`src/sas_pkg.sv`:
```
// Shared constants, command codes and divider interface types for the sprite sequencer.
`timescale 1ns / 1ps

package sas_pkg;

   localparam int MAX_FRAMES     = 256;
   localparam int MAX_FRAME_SIZE = 1024;

   localparam int CMD_W    = 3;
   localparam int MS_W     = 16;
   localparam int LOOP_W   = 9;
   localparam int FRAME_W  = 9;
   localparam int START_W  = 8;
   localparam int COUNT_W  = 9;
   localparam int DELAY_W  = 16;
   localparam int COLS_W   = 9;
   localparam int SIZE_W   = 11;
   localparam int RECT_W   = 20;
   localparam int ACCUM_W  = 17;
   localparam int CSR_IDX_W  = 3;
   localparam int CSR_DATA_W = 16;

   // Divider operand widths: a dividend up to 512, a divisor up to 511.
   localparam int DVD_W     = 10;
   localparam int DVS_W     = 9;
   localparam int DIV_CNT_W = $clog2(DVD_W);

   localparam logic [CMD_W-1:0] CMD_TICK       = 3'd0;
   localparam logic [CMD_W-1:0] CMD_PLAY_LOOPS = 3'd1;
   localparam logic [CMD_W-1:0] CMD_PLAY_CONT  = 3'd2;
   localparam logic [CMD_W-1:0] CMD_STOP       = 3'd3;
   localparam logic [CMD_W-1:0] CMD_SET_FRAME  = 3'd4;

   localparam logic [CSR_IDX_W-1:0] REG_START_FRAME  = 3'd0;
   localparam logic [CSR_IDX_W-1:0] REG_FRAME_COUNT  = 3'd1;
   localparam logic [CSR_IDX_W-1:0] REG_FRAME_DELAY  = 3'd2;
   localparam logic [CSR_IDX_W-1:0] REG_SHEET_COLS   = 3'd3;
   localparam logic [CSR_IDX_W-1:0] REG_FRAME_WIDTH  = 3'd4;
   localparam logic [CSR_IDX_W-1:0] REG_FRAME_HEIGHT = 3'd5;

   typedef struct packed {
      logic             start;
      logic [DVD_W-1:0] dividend;
      logic [DVS_W-1:0] divisor;
   } div_req_type;

   typedef struct packed {
      logic             done;
      logic [DVD_W-1:0] quotient;
      logic [DVS_W-1:0] remainder;
   } div_rsp_type;

endpackage

```
`src/sas_divider.sv`:
```
// Restoring divider, one quotient bit per cycle, shared by the sequencer.
`timescale 1ns / 1ps

module sas_divider (
   input  logic                 clock,
   input  logic                 reset,
   input  sas_pkg::div_req_type div_req,
   output sas_pkg::div_rsp_type div_rsp
);
   import sas_pkg::*;

   logic                 busy_ff, busy_in;
   logic                 done_ff, done_in;
   logic [DIV_CNT_W-1:0] step_ff, step_in;
   logic [DVD_W-1:0]     quot_ff, quot_in;
   logic [DVS_W-1:0]     rem_ff, rem_in;
   logic [DVS_W-1:0]     divisor_ff, divisor_in;
   logic [DVS_W:0]       trial;
   logic                 fits;

   assign trial = {rem_ff, quot_ff[DVD_W-1]};
   assign fits  = trial >= {1'b0, divisor_ff};

   always_comb begin
      busy_in    = busy_ff;
      done_in    = 1'b0;
      step_in    = step_ff;
      quot_in    = quot_ff;
      rem_in     = rem_ff;
      divisor_in = divisor_ff;
      if (div_req.start) begin
         busy_in    = 1'b1;
         step_in    = '0;
         quot_in    = div_req.dividend;
         rem_in     = '0;
         divisor_in = div_req.divisor;
      end else if (busy_ff) begin
         // The partial remainder stays below the divisor, so it fits in DVS_W bits.
         if (fits) begin
            rem_in = DVS_W'(trial - {1'b0, divisor_ff});
         end else begin
            rem_in = trial[DVS_W-1:0];
         end
         quot_in = {quot_ff[DVD_W-2:0], fits};
         step_in = step_ff + DIV_CNT_W'(1);
         if (step_ff == DIV_CNT_W'(DVD_W - 1)) begin
            busy_in = 1'b0;
            done_in = 1'b1;
         end
      end
   end

   always_ff @(posedge clock) begin
      if (reset) begin
         busy_ff <= 1'b0;
         done_ff <= 1'b0;
         step_ff <= '0;
      end else begin
         busy_ff <= busy_in;
         done_ff <= done_in;
         step_ff <= step_in;
      end
   end

   always_ff @(posedge clock) begin
      quot_ff    <= quot_in;
      rem_ff     <= rem_in;
      divisor_ff <= divisor_in;
   end

   assign div_rsp.done      = done_ff;
   assign div_rsp.quotient  = quot_ff;
   assign div_rsp.remainder = rem_ff;

   a_no_start_while_busy: assert property (@(posedge clock) disable iff (reset)
      div_req.start |-> !busy_ff)
      else $error("divider started while busy");

   a_rem_below_divisor: assert property (@(posedge clock) disable iff (reset)
      done_ff |-> (rem_ff < divisor_ff))
      else $error("divider remainder not below divisor");

   a_done_single_cycle: assert property (@(posedge clock) disable iff (reset)
      done_ff |=> !done_ff)
      else $error("divider done held for more than one cycle");

endmodule

```
`src/sprite_animation_sequencer.sv`:
```
// Top level: command sequencer, configuration registers and sheet origin multiply.
//
//  Channel | Direction | Handshake             | Payload
//  req     | in        | req_valid/req_ready   | command, elapsed_ms, loop_count, frame_index
//  rsp     | out       | rsp_valid/rsp_ready   | rect_x, rect_y, current_frame, is_playing
//  csr     | in        | csr_valid/csr_ready   | csr_index, csr_data
//
// An item that reduces a frame index modulo the frame count (frame advance or set frame)
// first waits in S_MOD for the modulo; every item then passes S_POS, S_POSW, S_MULX,
// S_MULY and S_DONE, where an output stall can hold it, before the next transfer.
// The 10-step serial divider runs once for the modulo and once for the sheet row and
// column; one multiplier then forms x in S_MULX and y in S_MULY.
// Reset is synchronous and clears state and configuration to their defaults.
// A finished result waits in the output register while the next item is accepted.
`timescale 1ns / 1ps

module sprite_animation_sequencer (
   input  logic                               clock,
   input  logic                               reset,
   input  logic                               req_valid,
   output logic                               req_ready,
   input  logic [sas_pkg::CMD_W-1:0]          req_command,
   input  logic [sas_pkg::MS_W-1:0]           req_elapsed_ms,
   input  logic signed [sas_pkg::LOOP_W-1:0]  req_loop_count,
   input  logic [sas_pkg::FRAME_W-1:0]        req_frame_index,
   output logic                               rsp_valid,
   input  logic                               rsp_ready,
   output logic [sas_pkg::RECT_W-1:0]         rsp_rect_x,
   output logic [sas_pkg::RECT_W-1:0]         rsp_rect_y,
   output logic [sas_pkg::FRAME_W-1:0]        rsp_current_frame,
   output logic                               rsp_is_playing,
   input  logic                               csr_valid,
   output logic                               csr_ready,
   input  logic [sas_pkg::CSR_IDX_W-1:0]      csr_index,
   input  logic [sas_pkg::CSR_DATA_W-1:0]     csr_data
);
   import sas_pkg::*;

   localparam logic [2:0] S_IDLE = 3'd0;
   localparam logic [2:0] S_MOD  = 3'd1;
   localparam logic [2:0] S_POS  = 3'd2;
   localparam logic [2:0] S_POSW = 3'd3;
   localparam logic [2:0] S_MULX = 3'd4;
   localparam logic [2:0] S_MULY = 3'd5;
   localparam logic [2:0] S_DONE = 3'd6;

   logic [2:0]           state_ff, state_in;

   logic [START_W-1:0]   start_ff, start_in;
   logic [COUNT_W-1:0]   count_ff, count_in;
   logic [DELAY_W-1:0]   delay_ff, delay_in;
   logic [COLS_W-1:0]    cols_ff, cols_in;
   logic [SIZE_W-1:0]    width_ff, width_in;
   logic [SIZE_W-1:0]    height_ff, height_in;

   logic [ACCUM_W-1:0]   accum_ff, accum_in;
   logic [FRAME_W-1:0]   frame_ff, frame_in;
   logic [LOOP_W-1:0]    loops_ff, loops_in;
   logic                 playing_ff, playing_in;
   logic                 stopping_ff, stopping_in;

   logic                 set_ff, set_in;
   logic                 neg_ff, neg_in;
   logic [COLS_W-1:0]    col_ff, col_in;
   logic [FRAME_W-1:0]   row_ff, row_in;
   logic [RECT_W-1:0]    rect_x_ff, rect_x_in;
   logic [RECT_W-1:0]    rect_y_ff, rect_y_in;

   logic                 rsp_valid_ff, rsp_valid_in;
   logic [RECT_W-1:0]    rsp_x_ff, rsp_x_in;
   logic [RECT_W-1:0]    rsp_y_ff, rsp_y_in;
   logic [FRAME_W-1:0]   rsp_frame_ff, rsp_frame_in;
   logic                 rsp_playing_ff, rsp_playing_in;

   logic                 req_fire;
   logic [COUNT_W-1:0]   count_eff;
   logic [COLS_W-1:0]    cols_eff;
   logic [SIZE_W-1:0]    width_eff;
   logic [SIZE_W-1:0]    height_eff;
   logic [ACCUM_W-1:0]   accum_sum;
   logic                 tick_hit;
   logic [DVD_W:0]       adv_diff;
   logic [DVD_W:0]       adv_mag;
   logic                 adv_start;
   logic [COUNT_W-1:0]   residue;
   logic [FRAME_W-1:0]   next_frame;
   logic [FRAME_W-1:0]   mul_a;
   logic [SIZE_W-1:0]    mul_b;
   logic [RECT_W-1:0]    mul_prod;

   div_req_type          div_req;
   div_rsp_type          div_rsp;

   sas_divider u_divider (
      .clock   (clock),
      .reset   (reset),
      .div_req (div_req),
      .div_rsp (div_rsp)
   );

   assign req_ready = (state_ff == S_IDLE);
   assign req_fire  = req_valid && req_ready;
   assign csr_ready = 1'b1;

   // Register values outside their meaningful range are clamped here.
   assign count_eff  = (count_ff == '0) ? COUNT_W'(1) :
                       (count_ff > COUNT_W'(MAX_FRAMES)) ? COUNT_W'(MAX_FRAMES) : count_ff;
   assign cols_eff   = (cols_ff == '0) ? COLS_W'(1) : cols_ff;
   assign width_eff  = (width_ff > SIZE_W'(MAX_FRAME_SIZE)) ? SIZE_W'(MAX_FRAME_SIZE)
                                                           : width_ff;
   assign height_eff = (height_ff > SIZE_W'(MAX_FRAME_SIZE)) ? SIZE_W'(MAX_FRAME_SIZE)
                                                            : height_ff;

   assign accum_sum = accum_ff + {1'b0, req_elapsed_ms};
   assign tick_hit  = accum_sum >= {1'b0, delay_ff};

   // Offset of the next frame from the start frame; it is negative when the
   // frame after the current one lies below the start frame.
   assign adv_diff  = {2'b00, frame_ff} + (DVD_W+1)'(1) - {3'b000, start_ff};
   assign adv_mag   = adv_diff[DVD_W] ? (~adv_diff + (DVD_W+1)'(1)) : adv_diff;
   assign adv_start = (req_command == CMD_TICK) && playing_ff && tick_hit;

   always_comb begin
      div_req.start    = 1'b0;
      div_req.dividend = adv_mag[DVD_W-1:0];
      div_req.divisor  = count_eff;
      if (state_ff == S_POS) begin
         div_req.start    = 1'b1;
         div_req.dividend = {1'b0, frame_ff};
         div_req.divisor  = cols_eff;
      end else if (req_fire) begin
         if (req_command == CMD_SET_FRAME) begin
            div_req.start    = 1'b1;
            div_req.dividend = {1'b0, req_frame_index};
         end else if (adv_start) begin
            div_req.start = 1'b1;
         end
      end
   end

   // The nonnegative residue of a negative offset is the count less a nonzero remainder.
   assign residue    = (neg_ff && (div_rsp.remainder != '0)) ?
                       (count_eff - div_rsp.remainder) : div_rsp.remainder;
   assign next_frame = residue + {1'b0, start_ff};

   assign mul_a    = (state_ff == S_MULX) ? col_ff : row_ff;
   assign mul_b    = (state_ff == S_MULX) ? width_eff : height_eff;
   assign mul_prod = {11'd0, mul_a} * {9'd0, mul_b};

   always_comb begin
      state_in       = state_ff;
      start_in       = start_ff;
      count_in       = count_ff;
      delay_in       = delay_ff;
      cols_in        = cols_ff;
      width_in       = width_ff;
      height_in      = height_ff;
      accum_in       = accum_ff;
      frame_in       = frame_ff;
      loops_in       = loops_ff;
      playing_in     = playing_ff;
      stopping_in    = stopping_ff;
      set_in         = set_ff;
      neg_in         = neg_ff;
      col_in         = col_ff;
      row_in         = row_ff;
      rect_x_in      = rect_x_ff;
      rect_y_in      = rect_y_ff;
      rsp_valid_in   = rsp_valid_ff && !rsp_ready;
      rsp_x_in       = rsp_x_ff;
      rsp_y_in       = rsp_y_ff;
      rsp_frame_in   = rsp_frame_ff;
      rsp_playing_in = rsp_playing_ff;

      if (csr_valid && csr_ready) begin
         case (csr_index)
            REG_START_FRAME:  start_in  = csr_data[START_W-1:0];
            REG_FRAME_COUNT:  count_in  = csr_data[COUNT_W-1:0];
            REG_FRAME_DELAY:  delay_in  = csr_data[DELAY_W-1:0];
            REG_SHEET_COLS:   cols_in   = csr_data[COLS_W-1:0];
            REG_FRAME_WIDTH:  width_in  = csr_data[SIZE_W-1:0];
            REG_FRAME_HEIGHT: height_in = csr_data[SIZE_W-1:0];
            default: ;
         endcase
      end

      case (state_ff)
         S_IDLE: begin
            if (req_fire) begin
               state_in = S_POS;
               set_in   = 1'b0;
               neg_in   = adv_diff[DVD_W];
               case (req_command)
                  CMD_TICK: begin
                     if (playing_ff) begin
                        if (tick_hit) begin
                           accum_in = '0;
                           state_in = S_MOD;
                        end else begin
                           accum_in = accum_sum;
                        end
                     end
                  end
                  CMD_PLAY_LOOPS: begin
                     loops_in   = req_loop_count;
                     playing_in = 1'b1;
                  end
                  CMD_PLAY_CONT: begin
                     stopping_in = 1'b0;
                     playing_in  = 1'b1;
                     loops_in    = '1;
                  end
                  CMD_STOP: begin
                     stopping_in = playing_ff;
                  end
                  CMD_SET_FRAME: begin
                     set_in   = 1'b1;
                     state_in = S_MOD;
                  end
                  default: ;
               endcase
            end
         end
         S_MOD: begin
            if (div_rsp.done) begin
               state_in = S_POS;
               if (set_ff) begin
                  frame_in = div_rsp.remainder;
               end else begin
                  frame_in = next_frame;
                  // Arriving back at the start frame ends one loop of the sequence.
                  if (next_frame == {1'b0, start_ff}) begin
                     if (!loops_ff[LOOP_W-1]) begin
                        if (loops_ff != '0) begin
                           loops_in = loops_ff - LOOP_W'(1);
                        end else begin
                           playing_in = 1'b0;
                        end
                     end
                     if (stopping_ff) begin
                        stopping_in = 1'b0;
                        playing_in  = 1'b0;
                        loops_in    = '0;
                     end
                  end
               end
            end
         end
         S_POS: begin
            state_in = S_POSW;
         end
         S_POSW: begin
            if (div_rsp.done) begin
               col_in   = div_rsp.remainder;
               row_in   = div_rsp.quotient[FRAME_W-1:0];
               state_in = S_MULX;
            end
         end
         S_MULX: begin
            rect_x_in = mul_prod;
            state_in  = S_MULY;
         end
         S_MULY: begin
            rect_y_in = mul_prod;
            state_in  = S_DONE;
         end
         S_DONE: begin
            if (!rsp_valid_ff || rsp_ready) begin
               rsp_valid_in   = 1'b1;
               rsp_x_in       = rect_x_ff;
               rsp_y_in       = rect_y_ff;
               rsp_frame_in   = frame_ff;
               rsp_playing_in = playing_ff;
               state_in       = S_IDLE;
            end
         end
         default: begin
            state_in = S_IDLE;
         end
      endcase
   end

   always_ff @(posedge clock) begin
      if (reset) begin
         state_ff     <= S_IDLE;
         start_ff     <= '0;
         count_ff     <= COUNT_W'(1);
         delay_ff     <= '0;
         cols_ff      <= COLS_W'(1);
         width_ff     <= SIZE_W'(32);
         height_ff    <= SIZE_W'(32);
         accum_ff     <= '0;
         frame_ff     <= '0;
         loops_ff     <= '0;
         playing_ff   <= 1'b0;
         stopping_ff  <= 1'b0;
         rsp_valid_ff <= 1'b0;
      end else begin
         state_ff     <= state_in;
         start_ff     <= start_in;
         count_ff     <= count_in;
         delay_ff     <= delay_in;
         cols_ff      <= cols_in;
         width_ff     <= width_in;
         height_ff    <= height_in;
         accum_ff     <= accum_in;
         frame_ff     <= frame_in;
         loops_ff     <= loops_in;
         playing_ff   <= playing_in;
         stopping_ff  <= stopping_in;
         rsp_valid_ff <= rsp_valid_in;
      end
   end

   always_ff @(posedge clock) begin
      set_ff         <= set_in;
      neg_ff         <= neg_in;
      col_ff         <= col_in;
      row_ff         <= row_in;
      rect_x_ff      <= rect_x_in;
      rect_y_ff      <= rect_y_in;
      rsp_x_ff       <= rsp_x_in;
      rsp_y_ff       <= rsp_y_in;
      rsp_frame_ff   <= rsp_frame_in;
      rsp_playing_ff <= rsp_playing_in;
   end

   assign rsp_valid         = rsp_valid_ff;
   assign rsp_rect_x        = rsp_x_ff;
   assign rsp_rect_y        = rsp_y_ff;
   assign rsp_current_frame = rsp_frame_ff;
   assign rsp_is_playing    = rsp_playing_ff;

   a_stop_needs_play: assert property (@(posedge clock) disable iff (reset)
      stopping_ff |-> playing_ff)
      else $error("stop pending while not playing");

   a_set_frame_in_range: assert property (@(posedge clock) disable iff (reset)
      $past(state_ff == S_MOD && div_rsp.done && set_ff) |-> (frame_ff < count_eff))
      else $error("set frame result not below frame count");

   a_rsp_from_done: assert property (@(posedge clock) disable iff (reset)
      $rose(rsp_valid_ff) |-> $past(state_ff == S_DONE))
      else $error("result presented outside the completion state");

endmodule
```
`config.mk`:
```
export PLATFORM = sky130hd
export DESIGN_NAME = sprite_animation_sequencer
export DESIGN_NICKNAME = d
export VERILOG_FILES = /design/src/sas_pkg.sv /design/src/sas_divider.sv /design/src/sprite_animation_sequencer.sv
export SDC_FILE = /design/constraint.sdc
export NUM_CORES = 1
export LEC_CHECK = 0
export ABC_AREA = 0
export BUFFER_PORTS_ARGS = -buffer_cell sky130_fd_sc_hd__buf_2
export CAP_MARGIN = 20
export CORE_MARGIN = 2
export CORE_UTILIZATION = 60
export CTS_CLUSTER_SIZE = 20
export DETAILED_ROUTE_END_ITERATION = 8
export MAX_ROUTING_LAYER = met4
export PLACE_DENSITY = 0.8
export SYNTH_ARGS = -nofsm -noshare
export SYNTH_HDL_FRONTEND = slang
export SYNTH_SLANG_ARGS = --single-unit
```
`constraint.sdc`:
```
create_clock -name clock -period 7.7 [get_ports clock]
set_input_delay 1.54 -clock clock [delete_from_list [all_inputs] [get_ports clock]]
set_output_delay 1.54 -clock clock [all_outputs]
set_load 0.005 [all_outputs]
```
==> reports/metrics.yaml <==
nFillCells: 2041
gp_congestion: 0.9657
fmax_ghz: 0.1437
yosysSeqAreaShare_pct: 39.66
vdd_drop_max_uv: 287.3
initial_utilization_pct: 60.90
path_cells: "nand2_1, a21oi_1, a21oi_1, nand2b_1, fa_1, inv_1, fa_1, inv_1, fa_1, fa_1, inv_1, ha_1, o21ai_0, a21boi_0, o211ai_1, a21oi_1, nor3_1, o41ai_1, a21oi_1, xnor2_1"
critical_path_class: "reg -> reg"
rsz0062_at_grt: "false"
highest_layer: "met4"
wl_met2_mm: 18.04
slew_violations: 0
cp_num_cells: 20
syn_to_final_growth_pct: 11.18
clk_path_buf_depth: 3
endpoint_kind: "register"
drt_first_pass_iters: 5
diodes: 0
row_count: 59
synth.avg_cell_area_um2: 9.185
period_minus_slack_ns: 6.959
postPlaceCellArea_um2: 16680
seq_area_um2: 6276
p_leak_nw: 7.475
num_vias: 12610
track_usage_pct: 26.84
overflow: 0
wl_met3_mm: 2.279
clock-sinks: 249
cts.hold.buffers_added: 0
power_mw: 3.748
netlist_instances: 1723
synth-seq-cells: 249
cp-start-kind: "register"
status: "completed"
tns_ns: 0
grt_pass1_wl_mm: 59.60
synth_edf_count: 129
die_area_um2: 27690
clock_latency_ns: 0.53
required_ns: 7.97
drc: 0
cp_top_family: "compound AO/OA/AOI/OAI gates"
critical_path.slowest_cell: "a21oi_1"
synth_fp_nets: 1971
setup_viol: 0
yosysWarnings: 0
drv_cap: 0
path_clk_slew_ns: 0.06
finClkSkew_ns: 0.007218
viasPerCell: 5.810
p_per_area_nw_per_um2: 213.0
coreArea_um2: 25980
antenna_found_initial: 0
ys_types: 77
r2r_slack_ns: 0.74
cp_num_buf_inv: 3
period_share_pct: 90.38
finalHoldViolations: 0
dieWidth_um: 166.4
drt_iter0_drc: 950
hpwlAfterDp_mm: 27.49
htreeDepth: 1
hold_depth: 0
wl_per_cell_um: 16.86
final_layout_size_suffix_gt1_share_pct: 11.11
cts_buffers: 26
grt_pass1_vias: 12230
rr_worst_depth: 20
min_path_type: "reg -> reg"
grt_max_degree: 100
cp_slowest_stage_delay_ns: 0.76
syn_area_um2: 15830
maxSlewHeadroom_pct: 29.46
ys.flop_type: "edfxtp_1"
die_height_um: 166.4
cts-resized-gates: 0
io_buffers: 112
cp_max_fo: 14
cts_tree: "done"
io-pin-count: 114
crit_arrival_ns: 7.23
nets: 2064
root_buffer: "clkbuf_16"
cts_setup_buffers: 0
ant_nets: 0
hold_slack_ns: 0.4178
design_area_um2: 17590
multiInputGateArea_um2: 8687
drt-met1-wl_mm: 15.20
max_slew.worst_pin.slew_ns: 1.044
async_flop_share_pct: 0
detail_route.wirelength_mm: 36.60
-- Yosys cell counts (22+ instances only) --
master | number | share of area [%]
a21oi_1 | 147 | 4.6
clkbuf_1 | 50 | 1.2
dfxtp_1 | 120 | 15
edfxtp_1 | 129 | 24
fa_1 | 69 | 8.7
ha_1 | 118 | 9.3
inv_1 | 164 | 3.9
nand2_1 | 283 | 6.7
nand2b_1 | 30 | 1.2
nand3_1 | 31 | 0.98
nor2_1 | 142 | 3.4
nor2b_1 | 23 | 0.91
nor3_1 | 22 | 0.70
o21ai_0 | 55 | 1.7
xnor2_1 | 44 | 2.4
-- worst reg2reg max path, stage by stage, from the launching register on --
cell	delay, ns
dfxtp_1	0.56
nand2_1	0.44
a21oi_1	0.76
a21oi_1	0.42
nand2b_1	0.27
fa_1	0.50
inv_1	0.06
fa_1	0.50
inv_1	0.05
fa_1	0.47
fa_1	0.56
inv_1	0.04
ha_1	0.31
o21ai_0	0.13
a21boi_0	0.35
o211ai_1	0.18
a21oi_1	0.29
nor3_1	0.13
o41ai_1	0.38
a21oi_1	0.13
xnor2_1	0.16
-- final timing paths --
kind / from / to
setup / recovery: state_ff[2]$_SDFFE_PP0P_ / rect_x_ff[18]$_DFFE_PP_
hold / removal: rect_x_ff[16]$_DFFE_PP_ / rsp_rect_x[16]$_DFFE_PP_
setup reg to reg: state_ff[2]$_SDFFE_PP0P_ / rect_x_ff[18]$_DFFE_PP_
hold reg to reg: rect_x_ff[16]$_DFFE_PP_ / rsp_rect_x[16]$_DFFE_PP_
-- layer usage --
layer  track usage (%)  vias to the layer above
met4             7.796                        0
met2             45.72                      441
met5                 -                        -
met1             34.21                     5972
met3             2.765                       81
li1                  -                     6120
-- sequential cells by signal, summed over array words and instances, names as in the netlist, 10 cells and up --
register / flops
rect_y_ff: 20
delay_ff: 16
accum_ff: 17
rsp_rect_x: 20
width_ff: 11
rsp_rect_y: 20
u_divider.quot_ff: 10
height_ff: 11
rect_x_ff: 20
-- final cells by class --
| type | count | area share, % |
|---|---|---|
| clock inverter | 17 | 1.259 |
| inverter | 167 | 3.563 |
| multi-input combinational | 1245 | 49.37 |
| timing repair buffer | 127 | 3.826 |
| clock buffer | 31 | 3.925 |
| sequential | 249 | 35.67 |
| tap | 335 | 2.382 |
-- per-stage QoR --
step / worst slack [ns] / utilization, % / cells
after detailed placement: 0.5836 / 64.19 / 2123
after global placement: 0.7940 / 64.19 / 2123
after floorplan: 1.323 / - / 1723
final: 0.7406 / 67.71 / 2171
after CTS: 0.5367 / 67.70 / 2171
after global routing: 0.09907 / 67.71 / 2171
-- logic make-up after synthesis --
kind of cell | Yosys count | share of synthesized area, %
and+or+nand+nor | 619 | 17.58
AOI/OAI and AO/OA | 354 | 14.22
DFF | 249 | 39.66
buffers and inverters | 229 | 5.550
adders and majority gates | 187 | 18.06
xor gates and xnor gates | 67 | 3.843
muxes | 17 | 1.075
other | 1 | 0.02370
-- placed cells by master (no fill, tap or decap), drive strengths merged, types with 12 or more instances in the layout --
cell type	netlist	final
o211ai	13	13
buf	12	127
nor3	22	22
o21ai	62	62
xor2	21	21
nor2	143	143
or2	17	17
dfxtp	120	120
clkbuf	50	31
a21oi	148	148
and3	12	12
nand3	31	31
xnor2	45	45
a21o	16	16
edfxtp	129	129
nor4	12	12
ha	118	118
inv	167	170
a211oi	18	18
nand2	283	283
nor2b	23	23
mux2i	17	17
nand2b	30	30
fa	69	69
-- power by group --
part,internal [mW],switching [mW]
Combinational,0.361,0.519
Sequential,1.46,0.0752
Clock,0.811,0.524
(Power assumes the default switching activity.)
